==> src/hdl/rpv_pkg.sv <==
// ----------------------------------------------------------------------------
// rpv_pkg
// Shared types, character codes and helper functions for the relative path
// validator.
// ----------------------------------------------------------------------------
`default_nettype none

package rpv_pkg;

    typedef struct packed {
        logic [7:0] path_byte;
        logic       final_byte;
    } t_in_beat;

    typedef struct packed {
        logic       path_status;
        logic [7:0] component_total;
    } t_out_beat;

    typedef logic [3:0][7:0] t_stem;

    // Restriction on the second byte of a multi-byte UTF-8 sequence
    typedef enum logic [2:0] {
        SB_NONE  = 3'd0,
        SB_GE_A0 = 3'd1,
        SB_LT_A0 = 3'd2,
        SB_GE_90 = 3'd3,
        SB_LE_8F = 3'd4
    } t_sb_rule;

    localparam logic [1:0] CFG_MAX_PATH  = 2'd0;
    localparam logic [1:0] CFG_MAX_COMP  = 2'd1;
    localparam logic [1:0] CFG_MAX_COUNT = 2'd2;

    localparam logic [11:0] RST_MAX_PATH  = 12'd1024;
    localparam logic [7:0]  RST_MAX_COMP  = 8'd255;
    localparam logic [7:0]  RST_MAX_COUNT = 8'd64;

    localparam logic [7:0] CH_SLASH  = 8'h2F;
    localparam logic [7:0] CH_BSLASH = 8'h5C;
    localparam logic [7:0] CH_DOT    = 8'h2E;
    localparam logic [7:0] CH_SPACE  = 8'h20;
    localparam logic [7:0] CH_DEL    = 8'h7F;
    localparam logic [7:0] CH_COLON  = 8'h3A;
    localparam logic [7:0] CH_LT     = 8'h3C;
    localparam logic [7:0] CH_GT     = 8'h3E;
    localparam logic [7:0] CH_QUOTE  = 8'h22;
    localparam logic [7:0] CH_PIPE   = 8'h7C;
    localparam logic [7:0] CH_QMARK  = 8'h3F;
    localparam logic [7:0] CH_STAR   = 8'h2A;

    localparam logic [7:0] U8_CONT_MASK = 8'hC0;
    localparam logic [7:0] U8_CONT_TAG  = 8'h80;
    localparam logic [7:0] U8_ASCII_MAX = 8'h7F;
    localparam logic [7:0] U8_L2_LO     = 8'hC2;
    localparam logic [7:0] U8_L2_HI     = 8'hDF;
    localparam logic [7:0] U8_L3_LO     = 8'hE0;
    localparam logic [7:0] U8_L3_SUR    = 8'hED;
    localparam logic [7:0] U8_L3_HI     = 8'hEF;
    localparam logic [7:0] U8_L4_LO     = 8'hF0;
    localparam logic [7:0] U8_L4_HI     = 8'hF4;
    localparam logic [7:0] U8_A0        = 8'hA0;
    localparam logic [7:0] U8_90        = 8'h90;
    localparam logic [7:0] U8_8F        = 8'h8F;

    function automatic logic [7:0] lower_ascii(input logic [7:0] c);
        lower_ascii = (c >= 8'h41 && c <= 8'h5A) ? c + 8'd32 : c;
    endfunction

    function automatic logic bad_char(input logic [7:0] b);
        bad_char = (b < CH_SPACE) || (b == CH_DEL) || (b == CH_COLON) ||
                   (b == CH_LT) || (b == CH_GT) || (b == CH_QUOTE) ||
                   (b == CH_PIPE) || (b == CH_QMARK) || (b == CH_STAR);
    endfunction

    function automatic logic is_device_stem(input t_stem s, input logic [2:0] len);
        logic [7:0] c0;
        logic [7:0] c1;
        logic [7:0] c2;
        logic       three;
        logic       four;
        c0 = lower_ascii(s[0]);
        c1 = lower_ascii(s[1]);
        c2 = lower_ascii(s[2]);
        three = (c0 == "c" && c1 == "o" && c2 == "n") ||
                (c0 == "p" && c1 == "r" && c2 == "n") ||
                (c0 == "a" && c1 == "u" && c2 == "x") ||
                (c0 == "n" && c1 == "u" && c2 == "l");
        four  = ((c0 == "c" && c1 == "o" && c2 == "m") ||
                 (c0 == "l" && c1 == "p" && c2 == "t")) &&
                s[3] >= "1" && s[3] <= "9";
        is_device_stem = (len == 3'd3 && three) || (len == 3'd4 && four);
    endfunction

endpackage

`default_nettype wire

==> src/hdl/relative_path_validator.sv <==
// ----------------------------------------------------------------------------
// relative_path_validator
// Checks a relative path streamed one byte per beat and reports accept or
// reject with the component count after the final byte.
// ----------------------------------------------------------------------------
// Input channel: i_in_valid / o_in_stall / i_in_beat carry one path byte and
// a final-byte flag per beat. Output channel: o_out_valid / i_out_stall /
// o_out_beat carry one verdict per path (status, component total).
// Configuration: i_cfg_we writes i_cfg_data to register i_cfg_index
// (0 path limit, 1 component limit, 2 component count limit); write only
// while no path is in flight.
// Throughput: one byte per cycle. The path state registers update from the
// input register as each byte is taken, so nothing limits the rate but
// the receiver. A final byte is checked out of the input register and its
// verdict lands in the result register, which drives o_out_valid.
// Reset: clears all path state and both registers, and loads the limits
// with 1024, 255 and 64. No clearing pass is needed.
// Stall: a pending verdict holds while i_out_stall is high; non-final bytes
// keep flowing, and a final byte waits in the input register, which then
// raises o_in_stall.
// ----------------------------------------------------------------------------
`default_nettype none

module relative_path_validator #(
    parameter int PATH_LENGTH_BITS = 12
) (
    input  wire                i_clk,
    input  wire                i_rst_n,
    input  wire                i_in_valid,
    output logic               o_in_stall,
    input  rpv_pkg::t_in_beat  i_in_beat,
    output logic               o_out_valid,
    input  wire                i_out_stall,
    output rpv_pkg::t_out_beat o_out_beat,
    input  wire                i_cfg_we,
    input  wire [1:0]          i_cfg_index,
    input  wire [11:0]         i_cfg_data
);
    import rpv_pkg::*;

    logic [11:0] r_max_path;
    logic [7:0]  r_max_comp;
    logic [7:0]  r_max_count;

    logic        w_in_valid;
    t_in_beat    w_in_beat;
    logic        w_out_free;
    logic        w_fire;
    t_out_beat   w_result;

    always_ff @(posedge i_clk) begin
        if (!i_rst_n) begin
            r_max_path  <= RST_MAX_PATH;
            r_max_comp  <= RST_MAX_COMP;
            r_max_count <= RST_MAX_COUNT;
        end else if (i_cfg_we) begin
            case (i_cfg_index)
                CFG_MAX_PATH:  r_max_path  <= i_cfg_data;
                CFG_MAX_COMP:  r_max_comp  <= i_cfg_data[7:0];
                CFG_MAX_COUNT: r_max_count <= i_cfg_data[7:0];
                default:       ;
            endcase
        end
    end

    // A final byte needs a free result slot; other bytes always advance
    assign w_fire = w_in_valid && (!w_in_beat.final_byte || w_out_free);

    rpv_in_reg u_in_reg (
        .i_clk   (i_clk),
        .i_rst_n (i_rst_n),
        .i_valid (i_in_valid),
        .i_beat  (i_in_beat),
        .o_stall (o_in_stall),
        .i_take  (w_fire),
        .o_valid (w_in_valid),
        .o_beat  (w_in_beat)
    );

    rpv_path_check #(
        .PATH_LENGTH_BITS (PATH_LENGTH_BITS)
    ) u_path_check (
        .i_clk       (i_clk),
        .i_rst_n     (i_rst_n),
        .i_fire      (w_fire),
        .i_beat      (w_in_beat),
        .i_max_path  (r_max_path),
        .i_max_comp  (r_max_comp),
        .i_max_count (r_max_count),
        .o_result    (w_result)
    );

    rpv_out_reg u_out_reg (
        .i_clk   (i_clk),
        .i_rst_n (i_rst_n),
        .i_load  (w_fire && w_in_beat.final_byte),
        .i_beat  (w_result),
        .o_free  (w_out_free),
        .o_valid (o_out_valid),
        .i_stall (i_out_stall),
        .o_beat  (o_out_beat)
    );

    a_final_gives_result: assert property (@(posedge i_clk) disable iff (!i_rst_n)
        w_fire && w_in_beat.final_byte |=> o_out_valid)
        else $error("final byte processed but no verdict registered");

    a_no_overwrite: assert property (@(posedge i_clk) disable iff (!i_rst_n)
        o_out_valid && i_out_stall |-> !(w_fire && w_in_beat.final_byte))
        else $error("pending verdict overwritten while stalled");

    a_status_total: assert property (@(posedge i_clk) disable iff (!i_rst_n)
        o_out_valid |-> (o_out_beat.path_status == (o_out_beat.component_total == 8'd0)))
        else $error("verdict status and component total disagree");

endmodule

`default_nettype wire

==> src/hdl/rpv_in_reg.sv <==
// ----------------------------------------------------------------------------
// rpv_in_reg
// Input register: holds one path byte beat until the checker takes it.
// ----------------------------------------------------------------------------
`default_nettype none

module rpv_in_reg (
    input  wire                i_clk,
    input  wire                i_rst_n,
    input  wire                i_valid,
    input  rpv_pkg::t_in_beat  i_beat,
    output logic               o_stall,
    input  wire                i_take,
    output logic               o_valid,
    output rpv_pkg::t_in_beat  o_beat
);
    import rpv_pkg::*;

    logic     r_valid;
    t_in_beat r_beat;
    logic     w_load;

    assign w_load  = !r_valid || i_take;
    assign o_stall = !w_load;
    assign o_valid = r_valid;
    assign o_beat  = r_beat;

    always_ff @(posedge i_clk) begin
        if (!i_rst_n) begin
            r_valid <= 1'b0;
        end else if (w_load) begin
            r_valid <= i_valid;
        end
    end

    always_ff @(posedge i_clk) begin
        if (w_load && i_valid) begin
            r_beat <= i_beat;
        end
    end

endmodule

`default_nettype wire

==> src/hdl/rpv_path_check.sv <==
// ----------------------------------------------------------------------------
// rpv_path_check
// Running path state and per-byte checks; forms the verdict on a final byte.
// ----------------------------------------------------------------------------
`default_nettype none

module rpv_path_check #(
    parameter int PATH_LENGTH_BITS = 12
) (
    input  wire                i_clk,
    input  wire                i_rst_n,
    input  wire                i_fire,
    input  rpv_pkg::t_in_beat  i_beat,
    input  wire [11:0]         i_max_path,
    input  wire [7:0]          i_max_comp,
    input  wire [7:0]          i_max_count,
    output rpv_pkg::t_out_beat o_result
);
    import rpv_pkg::*;

    localparam int P     = PATH_LENGTH_BITS;
    localparam int CMP_W = (P + 1 > 12) ? P + 1 : 12;

    logic [P-1:0] r_path_len, n_path_len;
    logic [7:0]   r_comp_len, n_comp_len;
    logic [7:0]   r_count,    n_count;
    logic         r_rej,      n_rej;
    logic [1:0]   r_pend,     n_pend;
    t_sb_rule     r_rule,     n_rule;
    t_stem        r_stem,     n_stem;
    logic [2:0]   r_stem_len, n_stem_len;
    logic         r_dot,      n_dot;
    logic [7:0]   r_prior,    n_prior;
    logic         r_start,    n_start;

    logic [P:0]   w_path_n;
    logic [8:0]   w_comp_n;
    logic [7:0]   w_b;
    logic         w_sep;
    logic         w_ok;
    logic         w_limits_ok;
    logic         w_bad;

    always_comb begin
        w_b        = i_beat.path_byte;
        w_sep      = (w_b == CH_SLASH) || (w_b == CH_BSLASH);
        n_rej      = r_rej;
        n_comp_len = r_comp_len;
        n_pend     = r_pend;
        n_rule     = r_rule;
        n_stem     = r_stem;
        n_stem_len = r_stem_len;
        n_dot      = r_dot;
        n_prior    = r_prior;
        n_count    = r_count;
        n_start    = 1'b0;
        w_ok       = 1'b1;
        w_comp_n   = {1'b0, r_comp_len} + 9'd1;

        w_path_n = {1'b0, r_path_len} + {{P{1'b0}}, 1'b1};
        if (CMP_W'(w_path_n) > CMP_W'(i_max_path)) begin
            n_rej = 1'b1;
        end
        n_path_len = w_path_n[P] ? {P{1'b1}} : w_path_n[P-1:0];

        if (!w_sep) begin
            if (w_comp_n > {1'b0, i_max_comp}) begin
                n_rej = 1'b1;
            end
            n_comp_len = w_comp_n[8] ? 8'hFF : w_comp_n[7:0];
            if (bad_char(w_b)) begin
                n_rej = 1'b1;
            end
            // UTF-8: continuation byte, or start of a new sequence
            if (r_pend != 2'd0) begin
                w_ok = (w_b & U8_CONT_MASK) == U8_CONT_TAG;
                case (r_rule)
                    SB_NONE:  ;
                    SB_GE_A0: if (w_b < U8_A0) w_ok = 1'b0;
                    SB_LT_A0: if (w_b >= U8_A0) w_ok = 1'b0;
                    SB_GE_90: if (w_b < U8_90) w_ok = 1'b0;
                    SB_LE_8F: if (w_b > U8_8F) w_ok = 1'b0;
                    default:  ;
                endcase
                if (!w_ok) begin
                    n_rej = 1'b1;
                end
                n_rule = SB_NONE;
                n_pend = r_pend - 2'd1;
            end else if (w_b <= U8_ASCII_MAX) begin
                n_pend = 2'd0;
            end else if (w_b >= U8_L2_LO && w_b <= U8_L2_HI) begin
                n_pend = 2'd1;
            end else if (w_b >= U8_L3_LO && w_b <= U8_L3_HI) begin
                n_pend = 2'd2;
                n_rule = (w_b == U8_L3_LO) ? SB_GE_A0 :
                         (w_b == U8_L3_SUR) ? SB_LT_A0 : SB_NONE;
            end else if (w_b >= U8_L4_LO && w_b <= U8_L4_HI) begin
                n_pend = 2'd3;
                n_rule = (w_b == U8_L4_LO) ? SB_GE_90 :
                         (w_b == U8_L4_HI) ? SB_LE_8F : SB_NONE;
            end else begin
                n_rej = 1'b1;
            end
            if (w_b == CH_DOT) begin
                n_dot = 1'b1;
            end
            if (!n_dot) begin
                if (r_stem_len < 3'd4) begin
                    n_stem[r_stem_len[1:0]] = w_b;
                end
                if (r_stem_len < 3'd5) begin
                    n_stem_len = r_stem_len + 3'd1;
                end
            end
            n_prior = w_b;
        end

        if (w_sep && (r_start || i_beat.final_byte)) begin
            n_rej = 1'b1;
        end

        // Close the component on a separator or at the end of the path
        if (w_sep || i_beat.final_byte) begin
            if (n_comp_len == 8'd0) begin
                n_rej = 1'b1;
            end
            if (r_count >= i_max_count) begin
                n_rej = 1'b1;
            end else if (r_count != 8'hFF) begin
                n_count = r_count + 8'd1;
            end
            if (n_pend != 2'd0) begin
                n_rej = 1'b1;
            end
            if (n_prior == CH_DOT || n_prior == CH_SPACE) begin
                n_rej = 1'b1;
            end
            if (is_device_stem(n_stem, n_stem_len)) begin
                n_rej = 1'b1;
            end
            n_comp_len = 8'd0;
            n_pend     = 2'd0;
            n_rule     = SB_NONE;
            n_stem     = '0;
            n_stem_len = 3'd0;
            n_dot      = 1'b0;
            n_prior    = 8'd0;
        end

        w_limits_ok = (i_max_path != 12'd0) && (i_max_comp != 8'd0) &&
                      (i_max_count != 8'd0) && ({4'd0, i_max_comp} <= i_max_path);
        w_bad = n_rej || !w_limits_ok || (n_count == 8'd0);
        o_result.path_status     = w_bad;
        o_result.component_total = w_bad ? 8'd0 : n_count;

        // Drop all path state after the last byte
        if (i_beat.final_byte) begin
            n_path_len = '0;
            n_count    = 8'd0;
            n_rej      = 1'b0;
            n_start    = 1'b1;
        end
    end

    always_ff @(posedge i_clk) begin
        if (!i_rst_n) begin
            r_path_len <= '0;
            r_comp_len <= 8'd0;
            r_count    <= 8'd0;
            r_rej      <= 1'b0;
            r_pend     <= 2'd0;
            r_rule     <= SB_NONE;
            r_stem     <= '0;
            r_stem_len <= 3'd0;
            r_dot      <= 1'b0;
            r_prior    <= 8'd0;
            r_start    <= 1'b1;
        end else if (i_fire) begin
            r_path_len <= n_path_len;
            r_comp_len <= n_comp_len;
            r_count    <= n_count;
            r_rej      <= n_rej;
            r_pend     <= n_pend;
            r_rule     <= n_rule;
            r_stem     <= n_stem;
            r_stem_len <= n_stem_len;
            r_dot      <= n_dot;
            r_prior    <= n_prior;
            r_start    <= n_start;
        end
    end

endmodule

`default_nettype wire

==> src/hdl/rpv_out_reg.sv <==
// ----------------------------------------------------------------------------
// rpv_out_reg
// Result register: holds one verdict beat until the receiver takes it.
// ----------------------------------------------------------------------------
`default_nettype none

module rpv_out_reg (
    input  wire                i_clk,
    input  wire                i_rst_n,
    input  wire                i_load,
    input  rpv_pkg::t_out_beat i_beat,
    output logic               o_free,
    output logic               o_valid,
    input  wire                i_stall,
    output rpv_pkg::t_out_beat o_beat
);
    import rpv_pkg::*;

    logic      r_valid;
    t_out_beat r_beat;

    assign o_free  = !r_valid || !i_stall;
    assign o_valid = r_valid;
    assign o_beat  = r_beat;

    always_ff @(posedge i_clk) begin
        if (!i_rst_n) begin
            r_valid <= 1'b0;
        end else if (i_load) begin
            r_valid <= 1'b1;
        end else if (!i_stall) begin
            r_valid <= 1'b0;
        end
    end

    always_ff @(posedge i_clk) begin
        if (i_load) begin
            r_beat <= i_beat;
        end
    end

endmodule

`default_nettype wire

==> config.mk <==
export PLATFORM = sky130hd
export DESIGN_NAME = relative_path_validator
export DESIGN_NICKNAME = d
export VERILOG_FILES = /design/src/hdl/rpv_pkg.sv /design/src/hdl/relative_path_validator.sv /design/src/hdl/rpv_in_reg.sv /design/src/hdl/rpv_path_check.sv /design/src/hdl/rpv_out_reg.sv
export SDC_FILE = /design/constraint.sdc
export NUM_CORES = 1
export LEC_CHECK = 0
export ABC_AREA = 1
export BUFFER_PORTS_ARGS = -buffer_cell sky130_fd_sc_hd__buf_2
export CAP_MARGIN = 30
export CORE_AREA = 2 2 169 171
export CTS_CLUSTER_SIZE = 24
export DETAILED_ROUTE_END_ITERATION = 10
export DIE_AREA = 0 0 171 173
export SKIP_CTS_REPAIR_TIMING = 1
export SLEW_MARGIN = 20
export SYNTH_ARGS = -nofsm -noshare
export SYNTH_HDL_FRONTEND = slang
export SYNTH_SLANG_ARGS = --single-unit
==> constraint.sdc <==
create_clock -name i_clk -period 7.1 [get_ports i_clk]
set_clock_uncertainty 0.05 [all_clocks]
set_input_delay 0.71 -clock i_clk [delete_from_list [all_inputs] [get_ports i_clk]]
set_output_delay 0.71 -clock i_clk [all_outputs]
set_load 0.01 [all_outputs]
==> results.py <==
metrics = {
    "status": {
        "status": "finished, final reports clean",
    },
    "grt": {
        "grt_overflow": 0,
        "grt_max_degree": 78,
        "grt_pass1_wl_um": 34400,
        "grtUsageTotal_pct": 14.2,
        "grt_pass1_vias": 7035,
        "antenna_found_initial": 0,
    },
    "critical_path": {
        "worstPathMaxFanout": 18,
        "end_kind": "register",
        "critPathRequiredTime_ns": 7.22,
        "crit_type": "reg -> reg",
        "cp.arrival_ns": 3.77,
        "cp-start-kind": "register",
    },
    "place": {
        "routabilityCongestion": 0.892,
        "detailed_place.area_mm2": 0.00849,
        "numPortBuffers": 38,
        "place_inst": 1552,
        "post-dp-hpwl_um": 14700,
    },
    "detailed_routing": {
        "num_vias": 7445,
        "drtIter0Drc": 669,
        "wire_per_inst_um": 12.9,
        "via_per_inst": 4.70,
        "drt_first_pass_iters": 6,
        "drc_errors": 0,
        "postRouteAntennaNets": 0,
        "wl_um": 20500,
    },
    "logic_synthesis": {
        "netlist_instances": 1173,
        "ys_ff_latch": 127,
        "ys_types": 52,
        "ys.flop_type": "dfxtp_1",
        "netlist_area_mm2": 0.00797,
        "synth-edff-count": 18,
        "async_reset_ff_share_pct": 0,
        "synth_warnings": 0,
        "synth_nets": 1248,
        "ys_seq_area_share_pct": 34.1,
        "syn_area_per_cell_um2": 6.80,
    },
    "sta": {
        "worst_pin_slew_ns": 0.855,
        "fin_setup_tns_ns": 0,
        "rsz0062_at_grt": "no",
        "fin_crit_sh_pct": 51.5,
        "fmax_ghz": 0.274,
        "hold-worst-slack_ns": 0.409,
        "hold_violations": 0,
        "finalCriticalPeriod_ns": 3.65,
        "slew-limit-headroom_pct": 42.8,
        "drv_slew": 0,
        "finalSetupViolCount": 0,
    },
    "power_and_ir_drop": {
        "power.density_mw_per_mm2": 193,
        "irDropWorstVdd_mv": 0.134,
        "leakagePower_uw": 0.00389,
    },
    "floorplan": {
        "die_w_um": 171,
        "core_area_mm2": 0.0276,
        "initial_core_util_pct": 28.9,
        "die_area_mm2": 0.0296,
        "io-pin-count": 39,
        "rows": 61,
        "die_y_um": 173,
    },
    "clocking": {
        "numCtsBuffers": 17,
        "cts-root-buf": "clkbuf_16",
        "path_clk_slew_ns": 0.06,
        "clk_latency_ns": 0.43,
        "cts_tree": "done",
        "cts_max_level": 4,
        "clockBufferDepth": 2,
        "cts.sink_count": 127,
    },
    "cells_and_area": {
        "final_area_mm2": 0.00901,
        "nNetsFinal": 1268,
        "drive_above_1_share_pct": 10.9,
        "syn2layout_area_growth_pct": 13.0,
        "finalNonFillerCells": 1584,
        "antennaDiodeCount": 0,
    },
    "hold_path": {
        "min_path_type": "in -> reg",
    },
    "job": {
        "drv_cap": 0,
    },
}
==> registers in the layout, indices dropped and copies added (netlist names), 8 cells and up <==
register,count
r_max_comp,8
r_max_count,8
r_max_path,12
u_in_reg.o_beat,9
u_out_reg.o_beat,9
u_path_check.r_comp_len,8
u_path_check.r_count,8
u_path_check.r_path_len,12
u_path_check.r_prior,8
u_path_check.r_stem,32
==> cell usage in the layout (no fill, tap or decap), drive strengths merged, types with 3 or more instances in the layout <==
master / instances
a21oi: 121
buf: 44
clkbuf: 18
clkinv: 10
clkinvlp: 3
dfxtp: 109
edfxtp: 18
ha: 47
inv: 157
nand2: 336
nand3: 56
nand4: 18
nor2: 95
nor3: 18
nor4: 8
o211ai: 13
o21a: 5
o21ai: 70
o22ai: 8
o31ai: 4
or2: 7
xor2: 18
==> routing by layer <==
layer	GRT usage (%)	up-vias	wire, um
met1	19.5	3386	10200
met4	3.78	0	263
met3	2.47	23	784
met2	23.0	151	9240
li1	-	3885	-
met5	0	-	0
==> cell usage after synthesis, types with 2 or more instances <==
cell / instances / share of area, %
buf_4: 2 / 0.19
a22oi_1: 2 / 0.19
a21oi_1: 121 / 7.6
nand3_2: 3 / 0.38
o21bai_1: 2 / 0.19
nor2_2: 12 / 0.94
clkbuf_1: 34 / 1.6
nand3_1: 53 / 3.3
nand2_2: 13 / 1.0
or2_2: 7 / 0.55
o21ai_0: 65 / 4.1
inv_2: 8 / 0.38
nand2_1: 317 / 15
buf_6: 3 / 0.42
o211a_1: 2 / 0.25
edfxtp_1: 18 / 6.8
inv_1: 148 / 7.0
buf_2: 3 / 0.19
o31ai_1: 4 / 0.38
xor2_1: 18 / 2.0
o21a_1: 5 / 0.47
o2111ai_1: 2 / 0.22
nor3_1: 18 / 1.1
o22ai_1: 8 / 0.63
o21ai_1: 4 / 0.25
nand2_4: 5 / 0.71
a211oi_1: 2 / 0.19
dfxtp_1: 109 / 27
nor4_1: 7 / 0.55
nand4_1: 18 / 1.4
nor2_4: 2 / 0.28
ha_1: 47 / 7.4
o211ai_1: 13 / 1.2
nor2_1: 80 / 3.8
==> worst max-delay path, stage by stage (launching register included) <==
cell	delay [ns]
edfxtp_1	0.53
inv_2	0.16
nand2_2	0.10
nor2_1	0.05
nand2_1	0.10
nand2_4	0.15
nor2_8	0.29
nand2_2	0.21
nand2_1	0.11
o21a_1	0.14
inv_1	0.06
ha_1	0.27
inv_1	0.03
nor2_1	0.08
nand3_1	0.08
nand2_1	0.10
nand3_2	0.08
inv_1	0.09
nand2_1	0.08
nor2_1	0.10
nand2_1	0.06
nand2_1	0.07
nand2_1	0.06
nand3_2	0.08
nand2_2	0.08
nand2_4	0.15
nor2_2	0.04
==> metrics by stage <==
stage	power, uW	setup slack [ns]	utilization [%]
2_1_floorplan	908	4.11	-
3_3_place_gp	960	3.49	30.7
3_5_place_dp	962	3.46	30.7
4_1_cts	1760	3.45	32.6
5_1_grt	1820	3.04	32.6
6_report	1740	3.45	32.6
==> worst paths after layout <==
check / startpoint / to / slack [ns] / depth (start not counted)
worst max-delay path: u_in_reg.o_beat[6] / u_out_reg.o_beat[1] / 3.45 / 26
worst min-delay path: i_in_beat[7] / u_in_reg.o_beat[7] / 0.41 / 1
worst max register to register: u_in_reg.o_beat[6] / u_out_reg.o_beat[1] / 3.45 / 26
worst min register to register: u_path_check.r_prior[0] / u_path_check.r_prior[0] / 0.41 / 2
==> logic make-up after synthesis <==
family                   synth area share [%]
AO/OA/AOI/OAI                            16.5
adder cells (fa/ha/maj)                  7.37
AND/OR/NAND/NOR                          30.2
flip-flops                               34.1
buffers and inverters                    9.79
XOR/XNOR                                 1.98
==> power breakdown <==
part           internal, uW  switching [uW]
Sequential              749            17.1
Clock                   444             347
Combinational          57.3             123
Total                  1250             487
==> area by class of cell <==
class	instances	area (um^2)
fill	3027	18600
sequential	127	2720
multi-input combinational	847	4470
clock buffer	18	429
timing repair buffer	44	235
inverter	156	586
clock inverter	14	95.1
tap	378	473
Power figures use the tool's default switching activity.
